`config.mk`:
```
export PLATFORM = sky130hd
export DESIGN_NAME = pal_front
export DESIGN_NICKNAME = d
export VERILOG_FILES = /design/src/rtl/pal_pkg.sv /design/src/rtl/pal_front.sv
export SDC_FILE = /design/constraint.sdc
export NUM_CORES = 1
export LEC_CHECK = 0
export BUFFER_PORTS_ARGS = -buffer_cell sky130_fd_sc_hd__buf_4
export CAP_MARGIN = 20
export CORE_MARGIN = 10
export CORE_UTILIZATION = 34
export CTS_CLUSTER_SIZE = 14
export DETAILED_ROUTE_END_ITERATION = 16
export SETUP_SLACK_MARGIN = 0.15
export SYNTH_ARGS = -nofsm -noshare
export SYNTH_HDL_FRONTEND = slang
export SYNTH_SLANG_ARGS = --single-unit
```
`constraint.sdc`:
```
create_clock -name clk -period 7.23 [get_ports clk]
set_clock_uncertainty 0.1 [all_clocks]
set_input_delay 2.169 -clock clk [delete_from_list [all_inputs] [get_ports clk]]
set_output_delay 2.169 -clock clk [all_outputs]
set_load 0.01 [all_outputs]
```
`src/rtl/pal_pkg.sv`:
```
// Package for the path arc-length resampler: payload structs, sequencer states
// and sizing constants. No dependencies.
`default_nettype none
package pal_pkg;

  localparam int MaxStepsDefault = 63;
  localparam int QueueDepth      = 2;
  localparam int CoordW          = 32;
  localparam int HeadW           = 16;
  localparam int StepW           = 24;
  localparam int RunW            = 34;
  localparam int CfgAddrW        = 3;
  localparam int CfgDataW        = 32;
  localparam logic [StepW-1:0] StepReset = 24'd4096;

  // Register indexes (paddr[2] selects)
  localparam logic RegStepLength = 1'b0;

  typedef struct packed {
    logic signed [CoordW-1:0] pos_x;
    logic signed [CoordW-1:0] pos_y;
    logic signed [CoordW-1:0] pos_z;
    logic signed [HeadW-1:0]  heading;
    logic                     is_last;
  } in_t;

  typedef struct packed {
    logic signed [CoordW-1:0] out_x;
    logic signed [CoordW-1:0] out_y;
    logic signed [CoordW-1:0] out_z;
    logic signed [HeadW-1:0]  out_heading;
    logic                     end_of_path;
    logic                     overflow;
  } out_t;

  typedef enum logic [3:0] {
    S_IDLE,
    S_FIRST,
    S_SQX,
    S_SQY,
    S_SUM,
    S_SQRT,
    S_LEN,
    S_COUNT,
    S_PT,
    S_DIV,
    S_MUL,
    S_ADD,
    S_EMIT_PT,
    S_FIN,
    S_FINAL
  } state_t;

endpackage
`default_nettype wire

```
`src/rtl/pal_front.sv`:
```
// Input side of the resampler: accepts path points into a short queue.
// Depends on pal_pkg.
`default_nettype none
module pal_front (
  input  wire logic          clk,
  input  wire logic          rst_n,
  input  wire logic          in_valid,
  output logic               in_stall,
  input  wire pal_pkg::in_t  in_data,
  input  wire logic          q_pop,
  output logic               q_valid,
  output pal_pkg::in_t       q_data
);

  localparam int PtrW = $clog2(pal_pkg::QueueDepth);
  localparam int CntW = $clog2(pal_pkg::QueueDepth + 1);

  pal_pkg::in_t    mem_r [pal_pkg::QueueDepth];
  logic [PtrW-1:0] wr_ptr_r, rd_ptr_r;
  logic [CntW-1:0] cnt_r;
  logic            push, pop;

  assign in_stall = (cnt_r == CntW'(pal_pkg::QueueDepth));
  assign push     = in_valid && !in_stall;
  assign q_valid  = (cnt_r != '0);
  assign pop      = q_pop && q_valid;
  assign q_data   = mem_r[rd_ptr_r];

  always_ff @(posedge clk) begin
    if (!rst_n) begin
      wr_ptr_r <= '0;
      rd_ptr_r <= '0;
      cnt_r    <= '0;
    end else begin
      if (push) begin
        mem_r[wr_ptr_r] <= in_data;
        wr_ptr_r        <= (wr_ptr_r == PtrW'(pal_pkg::QueueDepth - 1)) ? '0 : wr_ptr_r + 1'b1;
      end
      if (pop) begin
        rd_ptr_r <= (rd_ptr_r == PtrW'(pal_pkg::QueueDepth - 1)) ? '0 : rd_ptr_r + 1'b1;
      end
      cnt_r <= cnt_r + CntW'(push) - CntW'(pop);
    end
  end

endmodule
`default_nettype wire

```
==> results of run 1 <==
==> cells by family (layout without fill, tap and decap cells) <==
logic type,after synthesis,in the layout
and+or+nand+nor,11,11
AOI/OAI and AO/OA,2,2
muxes,113,113
DFF,231,231
adders and majority gates,2,2
buffers and inverters,16,279
xor gates and xnor gates,3,3
==> cell type report <==
| type | count | area, um^2 | share of cell area, % |
|---|---|---|---|
| well taps | 330 | 413 | 3.58 |
| clock inverters | 7 | 85.1 | 0.738 |
| multi-input cells | 131 | 1680 | 14.5 |
| flip-flops and latches | 231 | 6890 | 59.8 |
| clock buffers | 34 | 669 | 5.81 |
| repair buffers | 235 | 1780 | 15.4 |
| inverters | 3 | 11.3 | 0.0977 |
==> worst min-delay path: cells and delay by family, from the launching register on <==
family | cells | cell delay [ns]
simple gates | 1 | 0.07
flops | 1 | 0.35
compound gates | 1 | 0.07
==> cells in the mapped netlist <==
library cell,instances,area (um^2)
and2_1,3,18.8
and3_1,1,6.26
buf_2,4,20.0
buf_6,8,90.1
buf_8,1,15.0
dfxtp_1,5,100
edfxtp_1,226,6790
ha_1,2,25.0
inv_1,3,11.3
mux2_2,43,484
mux2_4,70,1050
nand2_1,1,3.75
nand2b_1,1,6.26
nand3_1,1,5.00
nor2_1,1,3.75
nor2b_1,2,12.5
o21a_1,1,7.51
o22ai_1,1,6.26
or2_2,1,6.26
xnor2_1,3,26.3
==> worst min path at each step <==
stage               startpoint        end  slack [ns]  cells past startpoint
finish                wr_ptr_r   wr_ptr_r        0.45                      2
global route          rd_ptr_r  flip-flop        0.51                      2
CTS                   wr_ptr_r   wr_ptr_r        0.45                      2
detailed placement    wr_ptr_r   wr_ptr_r        0.44                      2
global placement      rd_ptr_r   rd_ptr_r        0.42                      2
floorplan             wr_ptr_r   wr_ptr_r        0.38                      2
==> state kept, by name, summed over array words and instances, names as in the netlist, named ones only <==
name,count
cnt_r,2
mem_r,226
rd_ptr_r,1
wr_ptr_r,1
==> layer usage <==
metal	global-route usage (%)	up-vias	share of wire (%)
met5	0	-	0.070
met4	2.71	2	1.6
met3	3.98	28	8.4
met2	17.9	174	48
met1	13.0	2150	42
li1	-	1984	-
==> where the power goes <==
group          switching (mW)  internal, mW  leakage, nW
clock                   0.458         0.711        0.364
combinational           0.365         0.490         1.86
sequential             0.0710          1.59         2.11
total                   0.894          2.79         4.34
==> metrics by stage <==
step	hold slack [ns]	cell area [um^2]	cells	power (mW)	utilization, %
floorplan	0.380	8690	378	2.19	-
global route	0.507	11500	971	3.86	45.8
detailed placement	0.442	10800	930	2.57	42.8
finish	0.452	11500	971	3.69	45.8
global placement	0.419	10800	930	2.55	42.8
CTS	0.449	11500	971	3.75	45.8
==> impl_metrics.json, run 1 <==
{
  "outcome": "completed",
  "cts_buffers": 24,
  "port_buffers": 231,
  "post-route-worst-setup-slack_ns": 2.43,
  "period_needed_ns": 4.80,
  "synth-adder-area-share_pct": 0.288,
  "cap_viol_max_count": 0,
  "row_count": 58,
  "rsz0062_at_grt": "false",
  "drt_drc_violations_left": 0,
  "rr_worst_depth": 4,
  "maxSlewViolCount": 0,
  "required_ns": 4.96,
  "finalHoldViolations": 0,
  "ant_nets": 0,
  "routedWlPerCell_um": 19.1,
  "synth-simple-area-share_pct": 0.720,
  "num_vias": 4338,
  "crit_chain": "buf_12 -> mux2_2 -> buf_4",
  "die_area_um2": 32300,
  "grt.overflow.total": 0,
  "crit_end": "q_data[102]",
  "coreArea_um2": 25200,
  "power.density_nw_per_um2": 320,
  "synth_cells": 378,
  "syn_area_um2": 8690,
  "p_leak_nw": 4.34,
  "die_y_um": 180,
  "period_share_pct": 66.4,
  "final_common_cell": "buf_4",
  "yosysUniqueCellTypes": 20,
  "drt_pre_antenna_iters": 5,
  "cts_resized": 0,
  "r2r_slack_ns": 4.43,
  "yosys_register_bits": 231,
  "cts.clk_slew.worst_paths_ns": 0.06,
  "start_util_pct": 34.5,
  "endpoint_kind": "output pin",
  "synthMuxAreaShare_pct": 17.7,
  "fillerInstances": 2168,
  "hold_buffers": 0,
  "syn_nets": 497,
  "reg2reg_to": "mem_r[1][3]",
  "avgViaCountPerCell": 4.47,
  "grt_pass1_wl_um": 28100,
  "post-place-ws_ns": 2.71,
  "finalNetCount": 745,
  "yosysWarnings": 0,
  "slowest_delay_ns": 0.87,
  "cts_tree": "yes",
  "area_growth_pct": 32.6,
  "critPathTopFamily": "flip-flops",
  "cts_setup_buffers": 0,
  "ir_drop_uv": 166,
  "most-common-layout-cells": "buf_4, edfxtp_1, mux2_4",
  "syn_avg_cell_area_um2": 23.0,
  "relSlewSlack_pct": 38.0,
  "worstPathMaxFanout": 63,
  "critical_path.slowest_cell": "dfxtp_4",
  "wl_um": 18500,
  "clk_latency_ns": 0.50,
  "gp_congestion": 0.733,
  "dp_hpwl_um": 13100,
  "max_freq_mhz": 208,
  "reg2reg_from": "cnt_r[0]",
  "worstMarginPinSlew_ns": 0.931,
  "crit_buf_inv": 2,
  "cp.arrival_ns": 2.53,
  "synth-xor-area-share_pct": 0.303,
  "hold_class": "reg -> reg",
  "grt_start_max_net_pins": 65,
  "synth_compound_area_share_pct": 0.158,
  "insertedDiodeCount": 0,
  "synth_top_family_by_area": "multiplexers",
  "ys_seq_area_share_pct": 79.3,
  "clk_path_buf_depth": 3,
  "cp.depth": 3,
  "clockRootBuffer": "clkbuf_16",
  "antenna_found_initial": 1,
  "final_layout_size_suffix_gt1_share_pct": 59.8,
  "fin_tns_setup_ns": 0,
  "htreeDepth": 1,
  "ios": 232,
  "drt_iter0_markers": 218,
  "worstSetupStartpointType": "flip-flop",
  "setup_viol": 0,
  "cts_sinks": 231,
  "grt_usage_pct": 10.8,
  "grt_pass1_vias": 4886,
  "path_class": "reg -> out",
  "die_w_um": 180
}
No activity file was read; power rests on OpenSTA's default activity.
==> inputs of run 2 (changes only) <==
- clock period: 7.23 -> 4.4 ns (I/O delays scaled with it)
==> impl_metrics.json, run 2 (synthesis gave the netlist of run 1 again) <==
{
  "grt_pass1_vias": 4710,
  "fin_tns_setup_ns": 0,
  "grt_usage_pct": 10.9,
  "ios": 232,
  "wl_um": 18700,
  "period_share_pct": 81.6,
  "cts_tree": "yes",
  "cts_sinks": 231,
  "max_freq_mhz": 278,
  "setup_viol": 0,
  "area_growth_pct": 33.1,
  "cts_setup_buffers": 0,
  "drt_pre_antenna_iters": 4,
  "drt_drc_violations_left": 0,
  "port_buffers": 231,
  "grt_pass1_wl_um": 28100,
  "maxSlewViolCount": 0,
  "ant_nets": 0,
  "insertedDiodeCount": 0,
  "row_count": 58,
  "num_vias": 4314,
  "worstSetupStartpointType": "flip-flop",
  "largest_register_ffs": 226,
  "worstMarginPinSlew_ns": 0.948,
  "endpoint_kind": "output pin",
  "finalNetCount": 749,
  "grt.overflow.total": 0,
  "cts_resized": 0,
  "cts_buffers": 25,
  "drt_iter0_markers": 168,
  "hold_class": "reg -> reg",
  "gp_congestion": 0.780,
  "hold_buffers": 0,
  "grt_start_max_net_pins": 67,
  "worstPathMaxFanout": 60,
  "path_class": "reg -> out",
  "rsz0062_at_grt": "false",
  "required_ns": 2.98,
  "period_needed_ns": 3.59,
  "finalHoldViolations": 0,
  "hold_slack_ns": 0.445,
  "htreeDepth": 1,
  "p_leak_nw": 4.37,
  "die_y_um": 180,
  "clk_latency_ns": 0.50,
  "relSlewSlack_pct": 36.8,
  "power.density_nw_per_um2": 526,
  "antenna_found_initial": 0,
  "routedWlPerCell_um": 19.1,
  "outcome": "completed",
  "ir_drop_uv": 385,
  "coreArea_um2": 25200,
  "clk_path_buf_depth": 3,
  "die_area_um2": 32300,
  "most-common-layout-cells": "buf_4, edfxtp_1, mux2_4",
  "top_register": "mem_r",
  "avgViaCountPerCell": 4.42,
  "start_util_pct": 34.5,
  "final_common_cell": "buf_4",
  "cp.arrival_ns": 2.17,
  "cts.clk_slew.worst_paths_ns": 0.06,
  "final_layout_size_suffix_gt1_share_pct": 60.4,
  "dp_hpwl_um": 13000,
  "cap_viol_max_count": 0,
  "r2r_slack_ns": 2.22,
  "die_w_um": 180,
  "reg_top3": "mem_r: 226 flops, cnt_r: 2 flops",
  "clockRootBuffer": "clkbuf_16"
}
[run 2: cell count changes in the layout (fill, tap and decap cells not counted)]
cell / previous run / this run
clkinv_2: 2 / 8
clkbuf_1: 8 / 4
buf_4: 234 / 236
clkinv_1: 2 / 4
buf_12: 1 / 2
clkbuf_8: 1 / 0
clkinvlp_4: 1 / 0
[run 2: area by class of cell]
cell class                      count  area, um^2
Clock buffer                       29         641
Clock inverter                     14         115
Fill cell                        2138       13600
Inverter                            3        11.3
Multi-Input combinational cell    131        1680
Sequential cell                   231        6890
Tap cell                          330         413
Timing Repair Buffer              238        1810
[run 2: report_power, final]
| group | switching [mW] | leakage [nW] | internal (mW) |
|---|---|---|---|
| Combinational | 0.639 | 1.88 | 0.811 |
| Clock | 0.779 | 0.379 | 1.15 |
| Sequential | 0.0823 | 2.11 | 2.61 |
[run 2: worst paths after layout]
path / from / end / cells past startpoint
max: flip-flop / q_data[107] / 3
min: rd_ptr_r / rd_ptr_r / 2
max reg2reg: cnt_r[0] / mem_r[1][66] / 4
min reg2reg: rd_ptr_r / rd_ptr_r / 2
[run 2: layer usage]
layer / up-vias / share of wire (%) / track usage (%)
met5: - / 0 / 0
met4: 0 / 1.4 / 2.84
met3: 24 / 8.6 / 4.56
met2: 162 / 49 / 18.2
met1: 2130 / 41 / 12.7
li1: 1998 / - / -
[run 2: critical path, cell delays in order (launching register included)]
cell and delay, ns:
dfxtp_4 0.64, buf_12 0.37, mux2_2 0.39, buf_4 0.14
[run 2: metrics by stage]
stage                     utilization, %  power [mW]  instance area, um^2  cells  worst slack [ns]
final                               45.9        6.08                11600    976             0.808
after global routing                45.9        6.37                11600    976             0.691
after CTS                           45.9        6.19                11600    976             0.763
after detailed placement            42.9        4.23                10800    933              1.32
after global placement              42.9        4.19                10800    933              1.34
after floorplan                        -        3.59                 8690    378             0.747
==> inputs of run 3 (changes only) <==
- ABC_AREA: not set -> 1
- clock period: 4.4 -> 3.3 ns (I/O delays scaled with it)
==> impl_metrics.json, run 3 <==
{
  "grt_start_max_net_pins": 68,
  "most-common-layout-cells": "buf_4, edfxtp_1, mux2_4",
  "antenna_found_initial": 0,
  "synth_largest_area_cell": "edfxtp_1",
  "cts.clk_slew.worst_paths_ns": 0.06,
  "slowest_delay_ns": 0.40,
  "clk_latency_ns": 0.50,
  "required_ns": 2.21,
  "synth-edff-count": 226,
  "worstPathMaxFanout": 65,
  "finalNetCount": 763,
  "crit_chain": "buf_12 -> mux2_2 -> buf_4",
  "worstMarginPinSlew_ns": 0.658,
  "fin_area_um2": 11700,
  "finalHoldViolations": 0,
  "area_growth_pct": 34.3,
  "wl_um": 18500,
  "period_share_pct": 89.6,
  "routedWlPerCell_um": 18.7,
  "clk_path_buf_depth": 3,
  "insertedDiodeCount": 0,
  "cap_viol_max_count": 0,
  "final_layout_size_suffix_gt1_share_pct": 60.1,
  "die_y_um": 180,
  "grt_pass1_vias": 4833,
  "relSlewSlack_pct": 56.1,
  "gp_congestion": 0.785,
  "avgViaCountPerCell": 4.38,
  "grt_usage_pct": 10.8,
  "crit_buf_inv": 2,
  "cp.arrival_ns": 1.87,
  "fin_tns_setup_ns": 0,
  "setup_viol": 0,
  "num_vias": 4342,
  "reg_top3": "mem_r: 226 flops, cnt_r: 2 flops",
  "cts_tree": "yes",
  "path_class": "reg -> out",
  "grt_pass1_wl_um": 28200,
  "worstSetupStartpointType": "flip-flop",
  "rsz0062_at_grt": "false",
  "yosysWarnings": 0,
  "largest_register_ffs": 226,
  "port_buffers": 231,
  "ys_seq_area_share_pct": 79.1,
  "critPathTopFamily": "buffers and inverters",
  "synth_cells": 392,
  "die_area_um2": 32400,
  "syn_area_um2": 8700,
  "hold_buffers": 0,
  "drt_iter0_markers": 252,
  "syn_avg_cell_area_um2": 22.2,
  "cts_buffers": 25,
  "synth_ff_type": "edfxtp_1",
  "async_reset_ff_share_pct": 0,
  "dp_hpwl_um": 13400,
  "yosysUniqueCellTypes": 14,
  "coreArea_um2": 25200,
  "power.density_nw_per_um2": 711,
  "top_register": "mem_r",
  "final_common_cell": "buf_4",
  "ir_drop_uv": 621,
  "synthTopCellsByArea": "edfxtp_1, mux2_4, mux2_2",
  "max_freq_mhz": 338,
  "row_count": 58,
  "start_util_pct": 34.6,
  "cts_sinks": 231,
  "ant_nets": 0,
  "drt_pre_antenna_iters": 6,
  "synth_most_common_cell": "edfxtp_1",
  "hold_class": "reg -> reg",
  "die_w_um": 180,
  "synth_top_area_share_pct": 78.0,
  "placed_cell_area_um2": 10900,
  "outcome": "completed",
  "htreeDepth": 1,
  "grt.overflow.total": 0,
  "period_needed_ns": 2.96,
  "ios": 232,
  "synth_common_cells": "edfxtp_1, mux2_4, mux2_2, inv_1, nor2_1",
  "critical_path.slowest_cell": "mux2_2",
  "cts_setup_buffers": 0,
  "syn_nets": 511,
  "p_leak_nw": 4.44,
  "yosys_register_bits": 231,
  "maxSlewViolCount": 0,
  "endpoint_kind": "output pin",
  "drt_drc_violations_left": 0,
  "cts_resized": 0,
  "clockRootBuffer": "clkbuf_16"
}
-- run 3: tightest hold or removal path: stages (launching register included) --
cell	delay, ns
dfxtp_1	0.35
nor2_1	0.07
nor2_1	0.09
-- run 3: metal layers --
metal / share of wire [%] / track usage [%]
met4: 1.9 / 2.58
met3: 8.4 / 4.16
met5: 0 / 0
met2: 50 / 18.4
met1: 40 / 12.7
-- run 3: where the power goes --
| part | switching, mW | internal, mW |
|---|---|---|
| clock network | 1.08 | 1.64 |
| logic | 0.919 | 1.08 |
| registers | 0.0730 | 3.52 |
| total | 2.07 | 6.24 |
-- run 3: worst paths after layout --
check,start,slack (ns),depth (start not counted),endpoint
max,flip-flop,0.34,3,q_data[108]
min,rd_ptr_r,0.44,2,rd_ptr_r
max reg2reg,cnt_r[1],1.38,6,mem_r[0][106]
min reg2reg,rd_ptr_r,0.44,2,rd_ptr_r
-- run 3: stage by stage --
step / setup WS, ns / power (mW) / util (%) / hold WS [ns] / cells
floorplan: 0.0129 / 4.84 / - / 0.367 / 392
global placement: 0.846 / 5.67 / 43.1 / 0.406 / 947
detailed placement: 0.828 / 5.71 / 43.1 / 0.407 / 947
CTS: 0.319 / 8.46 / 46.4 / 0.423 / 992
global route: 0.264 / 8.69 / 46.4 / 0.469 / 992
finish: 0.343 / 8.31 / 46.4 / 0.436 / 992
-- run 3: cells by family (layout without fill, tap and decap cells) --
family,after synthesis,in the layout,synth area share [%]
adder cells (fa/ha/maj),2,2,0.288
AND/OR/NAND/NOR,20,20,0.892
buffers and inverters,23,293,1.87
AO/OA/AOI/OAI,3,3,0.172
flip-flops,231,231,79.1
multiplexers,113,113,17.6
-- run 3: layout make-up --
type	count	area, um^2
Tap cell	330	413
Sequential cell	231	6890
Clock buffer	32	692
Timing Repair Buffer	238	1820
Fill cell	2138	13500
Clock inverter	13	131
Multi-Input combinational cell	138	1680
Inverter	10	53.8
